===== src/rtl/core/drle_pkg.sv =====
// Shared types and constants for the delta plus run-length encoder.
// No dependencies; compiled before every other file of the block.
package drle_pkg;

    // Field widths
    localparam int SAMPLE_BITS = 16;
    localparam int COUNT_BITS  = 16;
    localparam int DELTA_BITS  = SAMPLE_BITS + 1;

    // Output queue sizing: room for two pushes per stored transaction
    localparam int QUEUE_DEPTH = 4;
    localparam int PTR_BITS    = $clog2(QUEUE_DEPTH);
    localparam int LEVEL_BITS  = $clog2(QUEUE_DEPTH + 1);

    typedef logic signed [SAMPLE_BITS-1:0] sample_t;
    typedef logic signed [DELTA_BITS-1:0]  delta_t;
    typedef logic        [COUNT_BITS-1:0]  count_t;
    typedef logic        [PTR_BITS-1:0]    ptr_t;
    typedef logic        [LEVEL_BITS-1:0]  level_t;

    localparam count_t COUNT_MAX = '1;

    // One (delta, length) result
    typedef struct packed {
        delta_t delta_value;
        count_t run_length;
        logic   final_run;
    } run_pair_t;

    // Push strobes from the merge stage to the output queue
    typedef struct packed {
        logic first;
        logic second;
    } push_t;

endpackage


===== src/rtl/core/drle_sample_if.sv =====
// Input channel of the encoder: one sample and its end-of-stream mark.
// Depends on drle_pkg.
interface drle_sample_if;
    import drle_pkg::*;

    logic    valid;
    logic    ready;
    sample_t sample;
    logic    end_of_stream;

    modport source (output valid, output sample, output end_of_stream, input ready);
    modport sink   (input valid, input sample, input end_of_stream, output ready);
endinterface


===== src/rtl/core/drle_run_if.sv =====
// Output channel of the encoder: one (delta, length) run pair.
// Depends on drle_pkg.
interface drle_run_if;
    import drle_pkg::*;

    logic   valid;
    logic   ready;
    delta_t delta_value;
    count_t run_length;
    logic   final_run;

    modport source (output valid, output delta_value, output run_length,
                    output final_run, input ready);
    modport sink   (input valid, input delta_value, input run_length,
                    input final_run, output ready);
endinterface


===== src/rtl/core/drle_merge.sv =====
// Delta and run merge stage: holds the previous sample and the open run,
// and produces up to two run pairs per sample. Depends on drle_pkg.
module drle_merge
(
    input  logic                 clk,
    input  logic                 rst_n,
    input  logic                 fire,
    input  drle_pkg::sample_t    sample,
    input  logic                 end_of_stream,
    output drle_pkg::push_t      push,
    output drle_pkg::run_pair_t  pair0,
    output drle_pkg::run_pair_t  pair1
);
    import drle_pkg::*;

    sample_t prev_sample_reg, prev_sample_next;
    delta_t  run_delta_reg,   run_delta_next;
    count_t  run_count_reg,   run_count_next;
    logic    run_open_reg,    run_open_next;

    delta_t    delta;
    logic      extend;
    logic      emit_prev;
    delta_t    merged_delta;
    count_t    merged_count;
    run_pair_t prev_pair;
    run_pair_t last_pair;

    // Difference against the previous sample, sign-extended by one bit
    assign delta = {sample[SAMPLE_BITS-1], sample}
                 - {prev_sample_reg[SAMPLE_BITS-1], prev_sample_reg};

    // Extend the open run unless the delta changes or the count is full
    assign extend    = run_open_reg && (delta == run_delta_reg)
                     && (run_count_reg != COUNT_MAX);
    assign emit_prev = run_open_reg && !extend;

    assign merged_delta = extend ? run_delta_reg : delta;
    assign merged_count = extend ? run_count_reg + count_t'(1) : count_t'(1);

    // Build both candidate pairs
    always_comb
    begin
        prev_pair.delta_value = run_delta_reg;
        prev_pair.run_length  = run_count_reg;
        prev_pair.final_run   = 1'b0;
        last_pair.delta_value = merged_delta;
        last_pair.run_length  = merged_count;
        last_pair.final_run   = 1'b1;
    end

    // Order the pushes: the closed run first, then the flushed run
    always_comb
    begin
        push.first  = fire && (emit_prev || end_of_stream);
        push.second = fire && emit_prev && end_of_stream;
        pair0       = emit_prev ? prev_pair : last_pair;
        pair1       = last_pair;
    end

    // Next state: clear everything at stream end
    always_comb
    begin
        prev_sample_next = prev_sample_reg;
        run_delta_next   = run_delta_reg;
        run_count_next   = run_count_reg;
        run_open_next    = run_open_reg;
        if (fire)
        begin
            if (end_of_stream)
            begin
                prev_sample_next = '0;
                run_delta_next   = '0;
                run_count_next   = '0;
                run_open_next    = 1'b0;
            end
            else
            begin
                prev_sample_next = sample;
                run_delta_next   = merged_delta;
                run_count_next   = merged_count;
                run_open_next    = 1'b1;
            end
        end
    end

    always_ff @(posedge clk or negedge rst_n)
    begin
        if (!rst_n)
        begin
            prev_sample_reg <= '0;
            run_delta_reg   <= '0;
            run_count_reg   <= '0;
            run_open_reg    <= 1'b0;
        end
        else
        begin
            prev_sample_reg <= prev_sample_next;
            run_delta_reg   <= run_delta_next;
            run_count_reg   <= run_count_next;
            run_open_reg    <= run_open_next;
        end
    end

    // A second pair only ever follows a first
    assert property (@(posedge clk) disable iff (!rst_n)
        push.second |-> push.first)
        else $error("drle_merge: second push without first");

    // Stream end closes the run
    assert property (@(posedge clk) disable iff (!rst_n)
        (fire && end_of_stream) |=> (!run_open_reg && run_count_reg == '0))
        else $error("drle_merge: run left open after stream end");

    // Any other sample leaves a non-empty open run
    assert property (@(posedge clk) disable iff (!rst_n)
        (fire && !end_of_stream) |=> (run_open_reg && run_count_reg != '0))
        else $error("drle_merge: empty run after sample");

endmodule


===== src/rtl/core/drle_fifo.sv =====
// Small output queue of run pairs: two writes and one read per cycle.
// Depends on drle_pkg.
module drle_fifo
(
    input  logic                 clk,
    input  logic                 rst_n,
    input  drle_pkg::push_t      push,
    input  drle_pkg::run_pair_t  pair0,
    input  drle_pkg::run_pair_t  pair1,
    input  logic                 pop,
    output drle_pkg::run_pair_t  head,
    output logic                 not_empty,
    output logic                 room
);
    import drle_pkg::*;

    run_pair_t slot_reg [QUEUE_DEPTH];
    ptr_t      wr_ptr_reg, wr_ptr_next;
    ptr_t      rd_ptr_reg, rd_ptr_next;
    level_t    level_reg,  level_next;
    ptr_t      wr_ptr_plus1;

    assign wr_ptr_plus1 = wr_ptr_reg + ptr_t'(1);

    // Status from registered level only
    assign not_empty = (level_reg != '0);
    assign room      = (level_reg <= level_t'(QUEUE_DEPTH - 2));
    assign head      = slot_reg[rd_ptr_reg];

    // Advance pointers and level
    always_comb
    begin
        wr_ptr_next = wr_ptr_reg + ptr_t'(push.first) + ptr_t'(push.second);
        rd_ptr_next = rd_ptr_reg + ptr_t'(pop);
        level_next  = level_reg + level_t'(push.first) + level_t'(push.second)
                    - level_t'(pop);
    end

    always_ff @(posedge clk or negedge rst_n)
    begin
        if (!rst_n)
        begin
            wr_ptr_reg <= '0;
            rd_ptr_reg <= '0;
            level_reg  <= '0;
        end
        else
        begin
            wr_ptr_reg <= wr_ptr_next;
            rd_ptr_reg <= rd_ptr_next;
            level_reg  <= level_next;
        end
    end

    // Store payload; no reset needed
    always_ff @(posedge clk)
    begin
        if (push.first)
        begin
            slot_reg[wr_ptr_reg] <= pair0;
        end
        if (push.second)
        begin
            slot_reg[wr_ptr_plus1] <= pair1;
        end
    end

    assert property (@(posedge clk) disable iff (!rst_n)
        level_reg <= level_t'(QUEUE_DEPTH))
        else $error("drle_fifo: level beyond depth");

    assert property (@(posedge clk) disable iff (!rst_n)
        push.first |-> room)
        else $error("drle_fifo: push without room");

    assert property (@(posedge clk) disable iff (!rst_n)
        pop |-> not_empty)
        else $error("drle_fifo: pop from empty queue");

endmodule


===== src/rtl/core/delta_rle_encoder_top.sv =====
// Top level of the delta plus run-length encoder.
// Depends on drle_pkg, drle_sample_if, drle_run_if, drle_merge, drle_fifo.
//
// Usage:
//   samples : sink channel, one signed sample per transaction; end_of_stream
//             marks the last sample and flushes the open run.
//   runs    : source channel, one (delta_value, run_length, final_run) pair
//             per transaction; final_run is set on the pair closing a stream.
//   The first delta of each stream is the sample itself. A run that reaches
//   the maximum count is sent and a new run of length one begins.
// Path: a pair caused by a sample passes the input register, then the merge
//   into the output queue, and is offered on runs from the queue head; it
//   moves when runs.ready is high.
// Throughput: one sample per cycle while the output queue has room; the runs
//   channel moves one pair per cycle, so a sample closing two runs costs two
//   pair transfers, absorbed by a four-entry output queue.
// Stall: when runs.ready is low the queue fills; samples.ready drops once
//   the queue cannot take two more pairs, with one sample held in the input
//   register. No pair is lost or repeated.
// Reset: rst_n clears the open run, the previous sample and the queue;
//   samples.ready is high right after reset.
module delta_rle_encoder_top
(
    input  logic          clk,
    input  logic          rst_n,
    drle_sample_if.sink   samples,
    drle_run_if.source    runs
);
    import drle_pkg::*;

    logic      in_valid_reg;
    sample_t   in_sample_reg;
    logic      in_eos_reg;
    logic      advance;
    logic      room;
    logic      not_empty;
    push_t     push;
    run_pair_t pair0;
    run_pair_t pair1;
    run_pair_t head;

    // Move the held sample into the merge stage when the queue has room
    assign advance       = in_valid_reg && room;
    assign samples.ready = !in_valid_reg || room;

    // Input register
    always_ff @(posedge clk or negedge rst_n)
    begin
        if (!rst_n)
        begin
            in_valid_reg <= 1'b0;
        end
        else if (samples.valid && samples.ready)
        begin
            in_valid_reg <= 1'b1;
        end
        else if (advance)
        begin
            in_valid_reg <= 1'b0;
        end
    end

    always_ff @(posedge clk)
    begin
        if (samples.valid && samples.ready)
        begin
            in_sample_reg <= samples.sample;
            in_eos_reg    <= samples.end_of_stream;
        end
    end

    drle_merge u_merge
    (
        .clk           (clk),
        .rst_n         (rst_n),
        .fire          (advance),
        .sample        (in_sample_reg),
        .end_of_stream (in_eos_reg),
        .push          (push),
        .pair0         (pair0),
        .pair1         (pair1)
    );

    drle_fifo u_fifo
    (
        .clk       (clk),
        .rst_n     (rst_n),
        .push      (push),
        .pair0     (pair0),
        .pair1     (pair1),
        .pop       (runs.valid && runs.ready),
        .head      (head),
        .not_empty (not_empty),
        .room      (room)
    );

    // Drive the result channel from the queue head
    assign runs.valid       = not_empty;
    assign runs.delta_value = head.delta_value;
    assign runs.run_length  = head.run_length;
    assign runs.final_run   = head.final_run;

endmodule


===== src/flat_wrapper.sv =====
// flat-port wrapper written by rule: the top's interface ports become plain ports
module delta_rle_encoder_top_flat import drle_pkg::*;
  (clk, rst_n, samples_valid, samples_sample, samples_end_of_stream, samples_ready, runs_valid, runs_delta_value, runs_run_length, runs_final_run, runs_ready);
  drle_sample_if samples_i ();
  drle_run_if runs_i ();
  input  logic clk;
  input  logic rst_n;
  input wire logic [$bits(samples_i.valid)-1:0] samples_valid;
  input wire logic [$bits(samples_i.sample)-1:0] samples_sample;
  input wire logic [$bits(samples_i.end_of_stream)-1:0] samples_end_of_stream;
  output wire logic [$bits(samples_i.ready)-1:0] samples_ready;
  output wire logic [$bits(runs_i.valid)-1:0] runs_valid;
  output wire logic [$bits(runs_i.delta_value)-1:0] runs_delta_value;
  output wire logic [$bits(runs_i.run_length)-1:0] runs_run_length;
  output wire logic [$bits(runs_i.final_run)-1:0] runs_final_run;
  input wire logic [$bits(runs_i.ready)-1:0] runs_ready;
  assign samples_i.valid = samples_valid;
  assign samples_i.sample = samples_sample;
  assign samples_i.end_of_stream = samples_end_of_stream;
  assign samples_ready = samples_i.ready;
  assign runs_valid = runs_i.valid;
  assign runs_delta_value = runs_i.delta_value;
  assign runs_run_length = runs_i.run_length;
  assign runs_final_run = runs_i.final_run;
  assign runs_i.ready = runs_ready;
  delta_rle_encoder_top u_core (.clk(clk), .rst_n(rst_n), .samples(samples_i), .runs(runs_i));
endmodule

===== config.mk =====
export PLATFORM = sky130hd
export DESIGN_NAME = delta_rle_encoder_top_flat
export DESIGN_NICKNAME = d
export VERILOG_FILES = /design/src/rtl/core/drle_pkg.sv /design/src/rtl/core/drle_sample_if.sv /design/src/rtl/core/drle_run_if.sv /design/src/rtl/core/drle_merge.sv /design/src/rtl/core/drle_fifo.sv /design/src/rtl/core/delta_rle_encoder_top.sv /design/src/flat_wrapper.sv
export SDC_FILE = /design/constraint.sdc
export NUM_CORES = 1
export LEC_CHECK = 0
export BUFFER_PORTS_ARGS = -buffer_cell sky130_fd_sc_hd__buf_4
export CORE_ASPECT_RATIO = 1.1
export CORE_MARGIN = 2
export CORE_UTILIZATION = 45
export CTS_CLUSTER_DIAMETER = 80
export DETAILED_ROUTE_END_ITERATION = 10
export PLACE_DENSITY = 0.67
export SYNTH_ARGS = -nofsm -noshare
export SYNTH_HDL_FRONTEND = slang
export SYNTH_SLANG_ARGS = --single-unit

===== constraint.sdc =====
create_clock -name clk -period 8.75 [get_ports clk]
set_clock_uncertainty 0.2 [all_clocks]
set_input_delay 2.1875 -clock clk [delete_from_list [all_inputs] [get_ports clk]]
set_output_delay 2.1875 -clock clk [all_outputs]
set_load 0.005 [all_outputs]

Word level (Yosys, flattened, before mapping)
Memories as Yosys holds them, arrays and structs flattened. Cells that the tools add are included.

Equal/unequal tests: 2. Mux-type cells: 13. Add/sub/neg operators: 9. Magnitude comparators: 1. Reductions and logical operators: 15.

Operators by type and width (number): two-way mux 16 bit (3); two-way mux 17 bit (2); two-way mux 34 bit (1); == test 17 bit (1); subtractor 16 x 16 -> 17 bit (1); adder 16 x 1 -> 16 bit (second input constant) (1); != test 16 bit (second input constant) (1); logical AND 1 bit (9); two-way mux 1 bit (7); adder 2 x 1 -> 2 bit (3); adder 3 x 1 -> 3 bit (2); less-or-equal comparator 3 x 2 -> 1 bit (second input constant) (1); nonzero test 3 bit (1); subtractor 3 x 1 -> 3 bit (1); adder 2 x 1 -> 2 bit (second input constant) (1); zero test 1 bit (2); logical OR 1 bit (2); nonzero test 2 bit (1).

Memory bits (writable): 136. Output and inout port bits: 36. Memories: 1. Flip-flop bits (word level): 75.

Memories: u_core.u_fifo.slot_reg (depth 4, width 34, rd ports 1, clocked after memory_dff 0, wr ports 2, RTL line drle_fifo.sv:17) `run_pair_t slot_reg [QUEUE_DEPTH];`.

Depth between registers and ports, before layout
Word-level depth: 11. Depth in mapped cells: 17. Gate-level depth less buffers: 17.

Modules after synthesis
From an unflattened synthesis, not the netlist that was laid out.

Cell total of the unflattened synthesis: 875. Area total of the unflattened synthesis: 11586.1 µm².

Modules (own cells, without submodules): drle_fifo (area each 6929.1 µm², times used 1, cells each 363); drle_merge (area each 4080.2 µm², times used 1, cells each 489); delta_rle_encoder_top (area each 576.8 µm², times used 1, cells each 23).

Worst setup path before layout
Ideal clock, no wire load.

Path kind: reg2reg. Start point: reg u_core.u_merge.prev_sample_reg[0]. End point: reg u_core.u_fifo.level_reg[2]. Library setup time: 123 ps. Cell stages (with the launch flop): 17. Arrival: 4473 ps. Path slack: 3955 ps. Cell sequence: dfrtp_1 -> ha_1 -> fa_1 -> nand2b_1 -> a21oi_1 -> or3_1 -> a31oi_2 -> xnor3_1 -> or4b_4 -> or4_4 -> a21oi_1 -> nand2b_1 -> ha_1 -> inv_1 -> fa_1 -> fa_1 -> xnor2_1.

Longest elaborated chain between the ends: 11.

Ends and longest elaborated chain: start, declared (RTL line drle_merge.sv:16) `sample_t prev_sample_reg, prev_sample_next;`; start signal, assigned (RTL line drle_merge.sv:98) `prev_sample_reg <= prev_sample_next;`; subtractor 16 x 16 -> 17 bit * (RTL line drle_merge.sv:31) `- {prev_sample_reg[SAMPLE_BITS-1], prev_sample_reg};`; == test 17 bit * (RTL line drle_merge.sv:34) `assign extend = run_open_reg && (delta == run_delta_reg)`; logical AND 1 bit * (RTL line drle_merge.sv:34); logical AND 1 bit * (RTL line drle_merge.sv:35) `&& (run_count_reg != COUNT_MAX);`; zero test 1 bit * (RTL line drle_merge.sv:36) `assign emit_prev = run_open_reg && !extend;`; logical AND 1 bit * (RTL line drle_merge.sv:36); logical OR 1 bit (RTL line drle_merge.sv:55) `push.first = fire && (emit_prev || end_of_stream);`; logical AND 1 bit (RTL line drle_merge.sv:55); adder 3 x 1 -> 3 bit (RTL line drle_fifo.sv:35) `level_next = level_reg + level_t'(push.first) + level_t'(push.second)`; adder 3 x 1 -> 3 bit * (RTL line drle_fifo.sv:35); subtractor 3 x 1 -> 3 bit * (RTL line drle_fifo.sv:36) `- level_t'(pop);`; via u_core.u_fifo.level_next[2] (RTL line drle_fifo.sv:20) `level_t level_reg, level_next;`; end signal, assigned (RTL line drle_fifo.sv:51) `level_reg <= level_next;`; end, declared (RTL line drle_fifo.sv:20).

Mark *: on every way through the listed nets, which the timed path passes. The rest lies on a longest branch. A chain may end at the register's enable or synchronous reset.

==> reports/metrics.yaml <==
final_util: 0.5146
rows: 61
ys.flop_type: "edfxtp_1"
drt_drc_violations_left: 0
min_from: "u_core.u_merge.prev_sample_reg[2]"
syn_avg_cell_area_um2: 11.18
r2r-start: "u_core.u_merge.prev_sample_reg[0]"
rsz0062_at_grt: "false"
synth_top_area_share: 0.3893
drtIter0Drc: 602
holdBufCountCts: 0
final_common_cell: "edfxtp_1"
overflow: 0
clk-insertion-delay-late_ns: 0.52
yosys.area.top_type: "edfxtp_1"
drt_wl_total_um: 29200
initial_core_util: 0.4563
die-area_um2: 26840
first_pass_iters: 5
holdCritPathClass: "flop to flop"
synthCells: 1028
cts_root_buf: "clkbuf_16"
fin_cells: 1387
dp_cells: 1343
pin_count: 57
hpwl_um: 19500
setup.worst_path.start_class: "flop"
ys_seq_area_frac: 0.5225
antenna_found_initial: 0
worstSetupPathType: "flop to flop"
async_flop_share: 0.2749
largest_reg_flops: 136
hold_viol_final: 0
grt_pass1_wl_um: 46860
finalSetupTns_ns: 0
worstPathMaxFanout: 23
ys_warn_count: 0
holdWs_ns: 0.2799
vdd_drop_max_v: 0.0002056
drv_slew: 0
finalInstanceArea_um2: 12960
clk_pin_slew_ns: 0.06
placed_cell_area_um2: 12130
floorplan.core_area_um2: 25190
arrival_ns: 5.54
synth_nets: 1074
finalCritPeriodShare: 0.6307
cts_setup_buffers: 0
grt_use_total: 0.2255
io_buffers: 56
via_per_inst: 6.076
synth.top_cells.by_area: "edfxtp_1 (39%), dfrtp_1 (13%), mux4_2 (6.7%), nand2_1 (4.8%), a21oi_1 (3.7%)"
cts_tree: "built"
status: "completed"
fin_total_pwr_mw: 4.814
die_height_um: 171.6
ant_nets: 0
powerDensity_nw_per_um2: 371.4
post_cts_resized: 0
dp_slack_ns: 3.248
cp.required_ns: 8.78
drive_gt1_frac: 0.1632
tightest_slew_ns: 1.249
drt-wirelength-per-cell_um: 21.05
setup_viol: 0
clock-sinks: 211
ctsHtreeMaxLevel: 1
slew_headroom: 0.1661
diodes: 0
die_w_um: 156.4
syn_area_um2: 11490
cts_made_buffers: 24
layout_common_cells: "edfxtp_1 (149), nand2_1 (148), a21oi_1 (85)"
drv_cap: 0
routabilityCongestion: 0.8526
finish.net_count: 1100
cts_buffer_depth: 3
leakage_nw: 4.618
vias: 8427
fin_ws_ns: 3.231
fmax_ghz: 0.1812
grt_pass1_vias: 8366
worst_setup_path_end_kind: "flop"
final.min_clock_period_ns: 5.519
synth-edff-count: 149
cp-startpoint: "u_core.u_merge.prev_sample_reg[0]"
area.growth.synth_to_final_pct: 12.76
ys_types: 83
grt_start_max_net_pins: 81
synth_seq_cells: 211
[Yosys cell counts (all sizes together), types with 3 or more instances]
library cell,instances
edfxtp,149
nand2,149
a21oi,86
o21ai,61
dfrtp,58
clkbuf,47
inv,41
nor2,37
mux4,34
o2bb2ai,34
a22o,29
buf,26
nor3,26
nand3,25
ha,21
nand2b,21
xor2,17
xnor2,16
a21o,12
o31ai,11
and3,10
or3,8
a211oi,7
a32o,7
and2,7
o32ai,7
o21a,6
o22ai,6
a31oi,5
nand4,5
o211ai,5
or2,5
dfxtp,4
fa,4
nor4,4
a2111oi,3
o31a,3
xnor3,3
[worst paths after layout]
kind | cells past startpoint | slack [ns] | to
min reg2reg | 2 | 0.28 | u_core.u_merge.prev_sample_reg[2]
min | 2 | 0.28 | u_core.u_merge.prev_sample_reg[2]
max | 13 | 3.23 | u_core.u_fifo.slot_reg[0][24]
max reg2reg | 13 | 3.23 | u_core.u_fifo.slot_reg[0][24]
max in group asynchronous | 1 | 6.18 | u_core.u_fifo.rd_ptr_reg[0]
min in group asynchronous | 1 | 1.58 | u_core.u_merge.prev_sample_reg[12]
[power breakdown]
group | switching, mW | internal (mW) | total (mW)
logic | 1.35 | 0.856 | 2.21
registers | 0.169 | 1.38 | 1.55
clock network | 0.393 | 0.660 | 1.05
total | 1.92 | 2.90 | 4.81
[worst max-delay path: stages (launching register included)]
cell      delay [ns]
dfrtp_1         0.40
ha_1            0.23
fa_1            0.46
nand2b_1        0.18
a21oi_1         0.46
or3_1           0.21
a31oi_2         0.10
xnor3_1         0.25
or4b_4          0.57
or4_4           0.68
a21oi_1         0.29
o31a_2          0.43
inv_1           0.36
buf_4           0.37
[area by class of cell]
| type | instances | area (um2) |
|---|---|---|
| multi-input combinational | 703 | 5026 |
| sequential | 211 | 6007 |
| timing repair buffer | 73 | 548.0 |
| fill | 2250 | 12230 |
| tap | 315 | 394.1 |
| clock buffer | 36 | 686.9 |
| clock inverter | 8 | 143.9 |
| inverter | 41 | 153.9 |
[cells by family after synthesis]
kind of cell / Yosys count / share of synthesized area
AND/OR/NAND/NOR: 304 / 0.1255
AO/OA/AOI/OAI: 303 / 0.1832
flip-flops: 211 / 0.5225
buffers and inverters: 114 / 0.04039
XOR/XNOR: 36 / 0.03102
multiplexers: 35 / 0.06749
adder cells (fa/ha/maj): 25 / 0.02983
[metal layers]
layer	track usage	vias up	share of wire	wire [um]
met5	0	-	0	0
met2	0.3831	329	0.50	14500
met4	0.08576	0	0.027	797
met1	0.2963	4110	0.41	11990
li1	-	3930	-	-
met3	0.02872	58	0.065	1912
Power figures use the tool's default switching activity.
